<file path="config.mk">
export PLATFORM = sky130hd
export DESIGN_NAME = cst_csr
export DESIGN_NICKNAME = d
export VERILOG_FILES = /design/src/rtl/assert_macros.svh /design/src/rtl/cst_pkg.sv /design/src/rtl/cst_csr.sv
export SDC_FILE = /design/constraint.sdc
export NUM_CORES = 1
export LEC_CHECK = 0
export BUFFER_PORTS_ARGS = -buffer_cell sky130_fd_sc_hd__buf_2
export CORE_MARGIN = 2
export CORE_UTILIZATION = 46
export CTS_CLUSTER_DIAMETER = 200
export DETAILED_ROUTE_END_ITERATION = 7
export PLACE_DENSITY = 0.85
export SKIP_CTS_REPAIR_TIMING = 1
export SLEW_MARGIN = 5
export SYNTH_ARGS = -nofsm -noshare
export SYNTH_HDL_FRONTEND = slang
export SYNTH_SLANG_ARGS = --single-unit
</file>
<file path="constraint.sdc">
create_clock -name clock -period 1.8 [get_ports clock]
set_input_delay 0.09 -clock clock [delete_from_list [all_inputs] [get_ports clock]]
set_output_delay 0.09 -clock clock [all_outputs]
set_load 0.01 [all_outputs]
</file>
<file path="src/rtl/assert_macros.svh">
// Assertion macros shared by the RTL of the stencil threshold block.
`ifndef ASSERT_MACROS_SVH
`define ASSERT_MACROS_SVH

`ifndef SYNTHESIS

// Clocked property, disabled while reset is high.
`define CST_ASSERT(name, clk, rst, prop, msg) \
   name: assert property (@(posedge clk) disable iff (rst) prop) else $error(msg);

// Clocked property that is also checked during reset.
`define CST_ASSERT_ALWAYS(name, clk, prop, msg) \
   name: assert property (@(posedge clk) prop) else $error(msg);

`else

`define CST_ASSERT(name, clk, rst, prop, msg)
`define CST_ASSERT_ALWAYS(name, clk, prop, msg)

`endif

`endif

</file>
<file path="src/rtl/cst_pkg.sv">
// Shared types and constants of the cross stencil threshold block.
package cst_pkg;

   // Sizing defaults for the top-level parameters
   localparam int MAX_WIDTH_DEF  = 1024;
   localparam int MAX_HEIGHT_DEF = 1024;
   localparam int PIXEL_BITS_DEF = 8;

   // Fixed field widths
   localparam int PIXEL_W     = 8;
   localparam int COORD_W     = 10;
   localparam int CFG_W       = 11;
   localparam int RSP_TDATA_W = 24;
   localparam int RSP_PAD_W   = RSP_TDATA_W - 1 - 2 * COORD_W;

   // Register port
   localparam int CSR_ADDR_W = 4;
   localparam int CSR_DATA_W = 32;

   // Register reset values and dimension floor
   localparam logic [CFG_W-1:0] THRESHOLD_RESET = CFG_W'(30);
   localparam logic [CFG_W-1:0] WIDTH_RESET     = CFG_W'(6);
   localparam logic [CFG_W-1:0] HEIGHT_RESET    = CFG_W'(6);
   localparam int MIN_DIM = 3;

   // Register indexes (byte address / 4)
   typedef enum logic [1:0] {
      REG_THRESHOLD,
      REG_FRAME_WIDTH,
      REG_FRAME_HEIGHT
   } cst_reg_type;

   // Configuration handed from the register file to the datapath
   typedef struct packed {
      logic [CFG_W-1:0] threshold;
      logic [CFG_W-1:0] frame_width;
      logic [CFG_W-1:0] frame_height;
   } cst_cfg_type;

endpackage

</file>
<file path="src/rtl/cst_csr.sv">
// Register file of the cross stencil threshold block behind an APB-style port.
module cst_csr (
   input  logic                             clock,
   input  logic                             reset,
   input  logic                             psel,
   input  logic                             penable,
   input  logic                             pwrite,
   input  logic [cst_pkg::CSR_ADDR_W-1:0]   paddr,
   input  logic [cst_pkg::CSR_DATA_W-1:0]   pwdata,
   output logic [cst_pkg::CSR_DATA_W-1:0]   prdata,
   output logic                             pready,
   output cst_pkg::cst_cfg_type             cfg
);
   import cst_pkg::*;

   cst_cfg_type cfg_ff;
   cst_reg_type index;
   logic        wr_en;

   assign index  = cst_reg_type'(paddr[CSR_ADDR_W-1:2]);
   assign wr_en  = psel && penable && pwrite;
   assign pready = 1'b1;
   assign cfg    = cfg_ff;

   // Write on the access phase; unknown addresses are dropped
   always_ff @(posedge clock) begin
      if (reset) begin
         cfg_ff.threshold    <= THRESHOLD_RESET;
         cfg_ff.frame_width  <= WIDTH_RESET;
         cfg_ff.frame_height <= HEIGHT_RESET;
      end else if (wr_en) begin
         unique case (index)
            REG_THRESHOLD:    cfg_ff.threshold    <= pwdata[CFG_W-1:0];
            REG_FRAME_WIDTH:  cfg_ff.frame_width  <= pwdata[CFG_W-1:0];
            REG_FRAME_HEIGHT: cfg_ff.frame_height <= pwdata[CFG_W-1:0];
            default: ;
         endcase
      end
   end

   // Read back the stored value
   always_comb begin
      unique case (index)
         REG_THRESHOLD:    prdata = CSR_DATA_W'(cfg_ff.threshold);
         REG_FRAME_WIDTH:  prdata = CSR_DATA_W'(cfg_ff.frame_width);
         REG_FRAME_HEIGHT: prdata = CSR_DATA_W'(cfg_ff.frame_height);
         default:          prdata = '0;
      endcase
   end

endmodule

</file>
==> results of run 1 <==
==> synthesized netlist by cell type <==
master | n | area [µm²]
buf_4 | 23 | 173
nand2_1 | 11 | 41.3
or3b_1 | 1 | 8.76
nor3b_1 | 1 | 7.51
dfxtp_1 | 33 | 661
mux2i_1 | 44 | 440
nor2_1 | 12 | 45.0
or3_1 | 1 | 6.26
o21ai_0 | 11 | 55.1
nand4_1 | 1 | 6.26
clkbuf_1 | 5 | 18.8
nand3_1 | 1 | 5.00
conb_1 | 2 | 7.51
buf_2 | 6 | 30.0
nor3_2 | 1 | 10.0
nand2b_1 | 34 | 213
nor2b_1 | 1 | 6.26
==> power by group <==
| part | total, mW | internal (mW) | switching, mW | leakage [nW] |
|---|---|---|---|---|
| Combinational | 0.162 | 0.0649 | 0.0966 | 0.766 |
| Clock | 0.536 | 0.268 | 0.269 | 0.0450 |
| Sequential | 0.747 | 0.740 | 0.00749 | 0.267 |
| Total | 1.45 | 1.07 | 0.373 | 1.08 |
==> logic make-up after synthesis <==
kind of cell    Yosys count  synth area share
buf+inv                  34             0.128
simple gates             64             0.201
mux                      44             0.254
other cells               2           0.00433
compound gates           11            0.0317
flops                    33             0.381
==> final cells by class <==
| cell class | instances | area, µm² |
|---|---|---|
| well taps | 48 | 60.1 |
| fillers | 357 | 1550 |
| clock buffers | 6 | 72.6 |
| clock inverters | 2 | 10.0 |
| flip-flops and latches | 33 | 661 |
| repair buffers | 67 | 350 |
| multi-input cells | 141 | 932 |
==> worst min-delay path, stage by stage <==
cell     delay, ns
buf_2         0.09
nor2_1        0.04
mux2i_1       0.11
==> worst paths after layout <==
path,cells after the start,slack (ns),to
worst min register to register,2,0.49,cfg[27]
worst min-delay path,3,0.08,cfg[25]
worst max register to register,2,1.14,cfg[24]
worst max-delay path,7,0.56,prdata[2]
==> stage by stage <==
stage | total power [mW] | hold WS, ns | instances | utilization | setup WS (ns)
finish | 1.45 | 0.0807 | 297 | 0.574 | 0.557
global route | 1.51 | 0.0923 | 297 | 0.574 | 0.450
CTS | 1.45 | 0.0771 | 297 | 0.574 | 0.561
detailed placement | 0.926 | 0.375 | 289 | 0.551 | 0.518
global placement | 0.923 | 0.363 | 289 | 0.551 | 0.523
floorplan | 0.904 | 0.257 | 208 | - | 0.823
==> routing by layer <==
layer / wire length (µm) / part of all wire
met4: 54 / 0.014
met1: 1650 / 0.43
met3: 319 / 0.083
met2: 1800 / 0.47
met5: 0 / 0
==> results.ini, run 1 <==
[status]
status = finished, final reports clean

[route]
vias_per_cell = 4.69
routed_wl_um = 3820
postRouteAntennaNets = 0
wire_per_inst_um = 12.9
first_pass_iters = 4
vias = 1394
drc = 0
drt_iter0_markers = 33

[critical_path]
critPathArrivalTime_ns = 1.15
crit_fanout = 16
cp-startpoint = paddr[3]
worstPathRequired_ns = 1.71
crit_family = buffers and inverters
critPathKind = input pin to output pin
critPathSlowestCell = buf_2
crit_path_max_incr_delay_ns = 0.28
crit_buf_inv = 4
start_kind = input pin
crit-reg2reg-launch = cfg[24]
path_cells = buf_2, nor2b_1, buf_4, buf_4, nand2_1, o21ai_0, buf_2
end_kind = output pin

[global_route]
grt_util_all_layers = 0.189
grt.busiest_layer = met2
grt_util_met2 = 0.313
grt_overflow = 0
grt_max_degree = 47
grt_pass1_vias = 1278
grt_pass1_wl_um = 6000
met3_usage = 0.0634
antenna_found_initial = 0
grt_util_met1 = 0.223

[die]
die_area_mm2 = 0.00428
die_x_um = 65.4
rows = 22
start_util = 0.477
core_mm2 = 0.00363
die-height_um = 65.4
io_pins = 107

[placement]
hpwlAfterDp_um = 2720
io_buffer_count = 61
place_area_mm2 = 0.00200
gp_congestion = 0.716

[sta]
relSlewSlack = 0.609
min_period_over_period = 0.690
final-max-slew-violation-count = 0
tns_ns = 0
worst_pin_slew_ns = 0.586
rsz0062_at_grt = no
fmax_mhz = 805
period_minus_slack_ns = 1.24
setup_violations = 0
hold_viol_final = 0
fin_skew_ns = 0

[power]
peakVddDrop_uv = 444
power_density_mw_per_mm2 = 693
leakage_nw = 1.08

[synth]
syn_area_mm2 = 0.00173
synthDistinctLibCells = 17
synth_seq_cells = 33
syn_area_per_cell_um2 = 9.22
synth-seq-area-share = 0.381
ys_warn_count = 0
synthCells = 188

[final_layout]
final_area_mm2 = 0.00209
final_nets = 289
synthToLayoutAreaGrowth_pct = 20.3
final_layout_size_suffix_gt1_frac = 0.305
layout_common_cells = buf_2 (61), mux2i_1 (44), nand2b_1 (34), dfxtp_1 (33), conb_1 (22)
largest_reg_flops = 33
layout_commonest_cell = buf_2
antennaDiodeCount = 0

[flow_run]
maxCapViolations = 0

[hold_path]
hp-start = pwdata[3]
min-delay-path-class = input pin to register

[clock_tree]
path_clk_slew_ns = 0.07
tritoncts = built
numCtsBuffers = 5
root_buffer = clkbuf_8
cts_max_level = 2
cts.sinks = 33
insertion_delay_ns = 0.28
clockBufferDepth = 2

Note: power is estimated with default switching activity, not from simulation.
==> run 2: changes to the inputs <==
CORE_UTILIZATION = 39   (was 46)
PLACE_DENSITY = 0.77   (was 0.85)
clock period = 1.05 ns   (was 1.8 ns; I/O delays follow)
==> run 2 against run 1 <==
Critical path depth shrank 4. Die area up 17%. Worst hold slack got worse by 0.026 ns. Final cell count up 7.1%. First-iteration DRC count is 110% higher. Register-to-register slack worse by 0.81 ns. Critical path type is now register to output pin. Critical endpoint is now prdata[1]. Highest routed layer unchanged.
==> results.ini, run 2 (synthesis gave the netlist of run 1 again) <==
[critical_path]
timing.rr.end = cfg[26]
worstPathRequired_ns = 1.00  ; -0.71 ns
critPathArrivalTime_ns = 1.00  ; -0.15 ns
worstRegToRegCells = 3  ; +1
start_kind = register
crit-reg2reg-launch = cfg[26]
critPathKind = register to output pin
ff2ff_setup_slack_ns = 0.33  ; -0.81 ns
end_kind = output pin
crit_fanout = 3  ; -13

[power]
peakVddDrop_uv = 573  ; +29%
leakage_nw = 1.17  ; +8.9%
power_density_mw_per_mm2 = 1110  ; +60%

[final_layout]
antennaDiodeCount = 0  ; unchanged
layout_commonest_cell = buf_2
final_nets = 306  ; +5.9%
final_area_mm2 = 0.00226  ; +8.5%
fin_util = 0.523  ; -0.0506
final_layout_size_suffix_gt1_frac = 0.440  ; +0.135
layout_common_cells = buf_2 (61), mux2i_1 (44), nand2b_1 (34), dfxtp_2 (23)
synthToLayoutAreaGrowth_pct = 30.5
multi_input_area_um2 = 932  ; unchanged
stdcell_count = 318  ; +7.1%
largest_reg_flops = 33  ; unchanged
regArea_um2 = 689  ; +4.4%
fillers = 408  ; +14%

[sta]
setup_violations = 0  ; unchanged
rsz0062_at_grt = yes
setup_slack_ns = 0.000462  ; -0.557 ns
holdWs_ns = 0.0547  ; -0.0260 ns
hold_viol_final = 0  ; unchanged
min_period_over_period = 1.00
final-max-slew-violation-count = 0  ; unchanged
fmax_mhz = 953
period_minus_slack_ns = 1.05
fin_skew_ns = 0  ; unchanged

[hold_path]
min-delay-path-class = input pin to register
hp-start = pwdata[4]
hold_depth = 3  ; unchanged
hold_end = cfg[26]

[global_route]
grt_pass1_vias = 1372  ; +7.4%
grt_overflow = 0  ; unchanged
grt_util_all_layers = 0.167  ; -0.0217
grt_max_degree = 22  ; -53%
grt_pass1_wl_um = 6530  ; +8.9%
antenna_found_initial = 0  ; unchanged

[route]
wire_per_inst_um = 12.8  ; -0.13%
vias = 1463  ; +4.9%
vias_per_cell = 4.60  ; -2.0%
first_pass_iters = 4  ; unchanged
postRouteAntennaNets = 0  ; unchanged
drc = 0  ; unchanged
drt_iter0_markers = 68  ; +110%
routed_wl_um = 4090  ; +6.9%

[die]
die_area_mm2 = 0.00500  ; +17%
start_util = 0.401  ; -0.0762
rows = 24  ; +9.1%
io_pins = 107  ; unchanged
die_x_um = 70.7  ; +8.1%
core_mm2 = 0.00432  ; +19%
die-height_um = 70.7  ; +8.1%

[clock_tree]
root_buffer = clkbuf_8
cts_max_level = 2  ; unchanged
path_clk_slew_ns = 0.07  ; about the same
tritoncts = built
cts.sinks = 33  ; unchanged
numCtsBuffers = 5  ; unchanged
clockBufferDepth = 2  ; unchanged
insertion_delay_ns = 0.28  ; about the same

[placement]
place_ws_ns = -0.148  ; -0.666 ns
hpwlAfterDp_um = 3020  ; +11%
gp_congestion = 0.783  ; +9.3%
io_buffer_count = 61  ; unchanged
place_area_mm2 = 0.00209  ; +4.2%
placed_cells = 302  ; +4.5%

[status]
status = finished, final reports clean

[flow_run]
maxCapViolations = 0  ; unchanged

## run 2: changes by cell type in the layout (fill, tap and decap cells not counted), sizes merged
cell	before	now
buf	67	84
clkbuf	6	5
clkinvlp	0	1
## run 2: worst max path at each step
stage	end	start	slack, ns	depth (start not counted)
6_report	prdata[1]	cfg[12]	0.0005	3
5_1_grt	prdata[8]	cfg[19]	-0.06	3
4_1_cts	prdata[3]	cfg[14]	-0.1	3
3_5_place_dp	cfg[24]	pwrite	-0.15	4
3_3_place_gp	cfg[28]	pwrite	-0.11	4
2_1_floorplan	cfg[1]	paddr[2]	0.11	5
## run 2: through the flow
step	TNS [ns]	total power [mW]
6_report	0	2.51
3_3_place_gp	-0.781	1.61
5_1_grt	-0.287	2.63
4_1_cts	-0.492	2.53
2_1_floorplan	0	1.55
3_5_place_dp	-1.01	1.61
## run 2: per-layer routing
layer | global-route usage | vias up | part of all wire
met1 | 0.194 | 674 | 0.41
met4 | 0.0566 | 0 | 0.0095
met2 | 0.293 | 57 | 0.51
li1 | - | 728 | -
met5 | 0 | - | 0
met3 | 0.0513 | 4 | 0.072
## run 2: power by group
| group | internal (mW) | switching (mW) | total [mW] |
|---|---|---|---|
| sequential | 1.27 | 0.0122 | 1.28 |
| clock | 0.457 | 0.460 | 0.917 |
| combinational | 0.140 | 0.175 | 0.315 |
| total | 1.87 | 0.648 | 2.51 |
## run 2: area by class of cell
cell class,instances,share of cell area
Timing Repair Buffer,84,0.217
Clock inverter,3,0.00774
Sequential cell,33,0.305
Tap cell,52,0.0287
Clock buffer,5,0.0304
Multi-Input combinational cell,141,0.412
## run 2: critical path, cell delays in order (launching register included)
cell and delay [ns]:
dfxtp_2 0.34, mux2i_1 0.07, o21ai_1 0.15, buf_2 0.16
==> run 3: changes to the inputs <==
ABC_AREA = 1   (was unset)
CORE_UTILIZATION = 38   (was 39)
PLACE_DENSITY = 0.75   (was 0.77)
==> run 3 against run 2 <==
Maximum frequency increased by 9.8%. Non-clock buffer count fell by 8. Critical path type unchanged. Utilization is 3.4 points lower. Sequential cell count unchanged. Sequential power barely moved. Setup slack better by 0.094 ns. Synthesized area is 1.4% lower. Combinational power up 18%. Design area is 5.9% lower. Clock-buffer cell count increased by 1.
==> results.ini, run 3 <==
[sta]
fmax_mhz = 1050  ; +9.8%
rsz0062_at_grt = no
period_minus_slack_ns = 0.956  ; -0.0939 ns
fin_skew_ns = 0  ; unchanged
hold_viol_final = 0  ; unchanged
final-max-slew-violation-count = 0  ; unchanged
tns_ns = 0  ; unchanged
min_period_over_period = 0.910  ; -0.0895
setup_violations = 0  ; unchanged

[clock_tree]
numCtsBuffers = 5  ; unchanged
cts.sinks = 33  ; unchanged
path_clk_slew_ns = 0.07  ; about the same
root_buffer = clkbuf_8
clockBufferDepth = 2  ; unchanged
cts_max_level = 2  ; unchanged
insertion_delay_ns = 0.28  ; about the same
tritoncts = built

[synth]
synthArstFlopShare = 0  ; unchanged
synth_largest_area_cell = dfxtp_1
synth-edff-count = 0  ; unchanged
synthDistinctLibCells = 13  ; -4
ys.flop_type = dfxtp_1
ys_warn_count = 0  ; unchanged
synthTopCellsByArea = dfxtp_1 (39%), nand2_1 (18%), nand3_1 (13%)
yosysMostFrequentCell = nand2_1
synth-seq-area-share = 0.387  ; +0.00558
syn_area_mm2 = 0.00171  ; -1.4%
ys_top_cells_by_count = nand2_1 (81), nor2_1 (53), nand3_1 (45)
syn_area_per_cell_um2 = 6.43  ; -30%
synthCells = 266  ; +41%
synth_top_area_frac = 0.387  ; +0.00558
synth_seq_cells = 33  ; unchanged

[final_layout]
layout_common_cells = nand2_1 (81), buf_2 (61), nor2_1 (53), nand3_1 (45), dfxtp_1 (31)
largest_reg_flops = 33  ; unchanged
final_layout_size_suffix_gt1_frac = 0.272  ; -0.168
antennaDiodeCount = 0  ; unchanged
stdcell_count = 387  ; +22%
synthToLayoutAreaGrowth_pct = 24.7
final_nets = 375  ; +23%
layout_commonest_cell = nand2_1

[global_route]
grt_pass1_wl_um = 6630  ; +1.6%
grt_util_met2 = 0.275  ; -0.0177
grt_util_all_layers = 0.166  ; -0.00193
met3_usage = 0.0385  ; -0.0128
grt_util_met1 = 0.217  ; +0.0225
grt.busiest_layer = met2
grt_pass1_vias = 1487  ; +8.4%
grt_overflow = 0  ; unchanged
grt_max_degree = 34  ; +55%
antenna_found_initial = 0  ; unchanged

[die]
rows = 24  ; unchanged
die-height_um = 71.1  ; +0.54%
io_pins = 107  ; unchanged
die_area_mm2 = 0.00505  ; +1.1%
die_x_um = 71.1  ; +0.54%
start_util = 0.393  ; -0.00851
core_mm2 = 0.00435  ; +0.69%

[placement]
gp_congestion = 0.766  ; -2.1%
io_buffer_count = 61  ; unchanged
placed_cells = 379  ; +25%
hpwlAfterDp_um = 3070  ; +1.7%

[critical_path]
ff2ff_setup_slack_ns = 0.46  ; +0.13 ns
critPathKind = register to output pin
worstPathRequired_ns = 1.00  ; about the same
timing.rr.end = cfg[0]
start_kind = register
crit_fanout = 3  ; unchanged
end_kind = output pin
critPathArrivalTime_ns = 0.90  ; -0.10 ns
cp-startpoint = cfg[32]
cp-endpoint = prdata[10]
crit-reg2reg-launch = cfg[0]
worstRegToRegCells = 2  ; -1

[power]
p_switching_mw = 0.722  ; +11%
power_density_mw_per_mm2 = 1220  ; +9.7%
pwr-share-comb = 0.143  ; +0.018
clkPwrFrac = 0.357  ; -0.008
p_seq_frac = 0.500  ; -0.010
peakVddDrop_uv = 583  ; +1.7%
sw_frac_of_total = 0.278  ; +0.0203
leakage_nw = 1.15  ; -2.0%
intPower_mw = 1.87  ; +0.44%

[status]
status = finished, final reports clean

[hold_path]
min-delay-path-class = input pin to register
hold_depth = 3  ; unchanged

[route]
postRouteAntennaNets = 0  ; unchanged
first_pass_iters = 4  ; unchanged
drc = 0  ; unchanged
vias_per_cell = 4.50  ; -2.2%
vias = 1742  ; +19%
wire_per_inst_um = 10.6  ; -18%
routed_wl_um = 4100  ; +0.34%
drt_iter0_markers = 111  ; +63%

[flow_run]
maxCapViolations = 0  ; unchanged

-- run 3: cell families after synthesis --
group	share of synthesized area
buffers and inverters	0.165
DFF	0.387
other	0.00439
and+or+nand+nor	0.444
-- run 3: cell type report --
class	instances	area, µm²
fill	458	2220
clock buffer	6	72.6
tap	52	65.1
sequential	33	663
clock inverter	2	10.0
timing repair buffer	76	430
inverter	13	48.8
multi-input combinational	205	841
-- run 3: metrics by stage --
step | total power [mW] | util | instance area (µm²) | worst slack (ns) | hold slack [ns]
3_3_place_gp | 1.70 | 0.470 | 2050 | 0.106 | 0.288
3_5_place_dp | 1.70 | 0.470 | 2050 | 0.0991 | 0.298
4_1_cts | 2.62 | 0.489 | 2130 | 0.0727 | 0.00237
2_1_floorplan | 1.61 | - | 1780 | 0.291 | 0.179
6_report | 2.60 | 0.489 | 2130 | 0.0944 | 0.00402
5_1_grt | 2.73 | 0.489 | 2130 | 0.00377 | 0.000227
-- run 3: how the worst min path moves through the flow --
stage | from | end | slack, ns
floorplan | pwdata[1] | cfg[12] | 0.18
CTS | pwdata[3] | cfg[25] | 0.002
finish | pwdata[3] | cfg[25] | 0.004
global route | pwdata[3] | cfg[25] | 0.0002
global placement | pwdata[4] | cfg[26] | 0.29
detailed placement | pwdata[3] | cfg[25] | 0.30
-- run 3: power groups by stage --
stage / logic [mW] / clock network (mW) / registers (mW)
6_report: 0.371 / 0.926 / 1.30
5_1_grt: 0.418 / 1.01 / 1.30
4_1_cts: 0.374 / 0.944 / 1.30
3_5_place_dp: 0.373 / 0 / 1.33
3_3_place_gp: 0.369 / 0 / 1.33
2_1_floorplan: 0.276 / 0 / 1.34
-- run 3: worst max-delay path: stages, from the launching register on --
cell and delay (ns):
dfxtp_1 0.35, nand2_1 0.06, nand3_1 0.08, buf_2 0.13
-- run 3: per-layer routing --
layer / up-vias / wire length, µm
li1: 910 / -
met3: 4 / 233
met2: 58 / 1900
met4: 0 / 29
met1: 770 / 1930
met5: - / 0
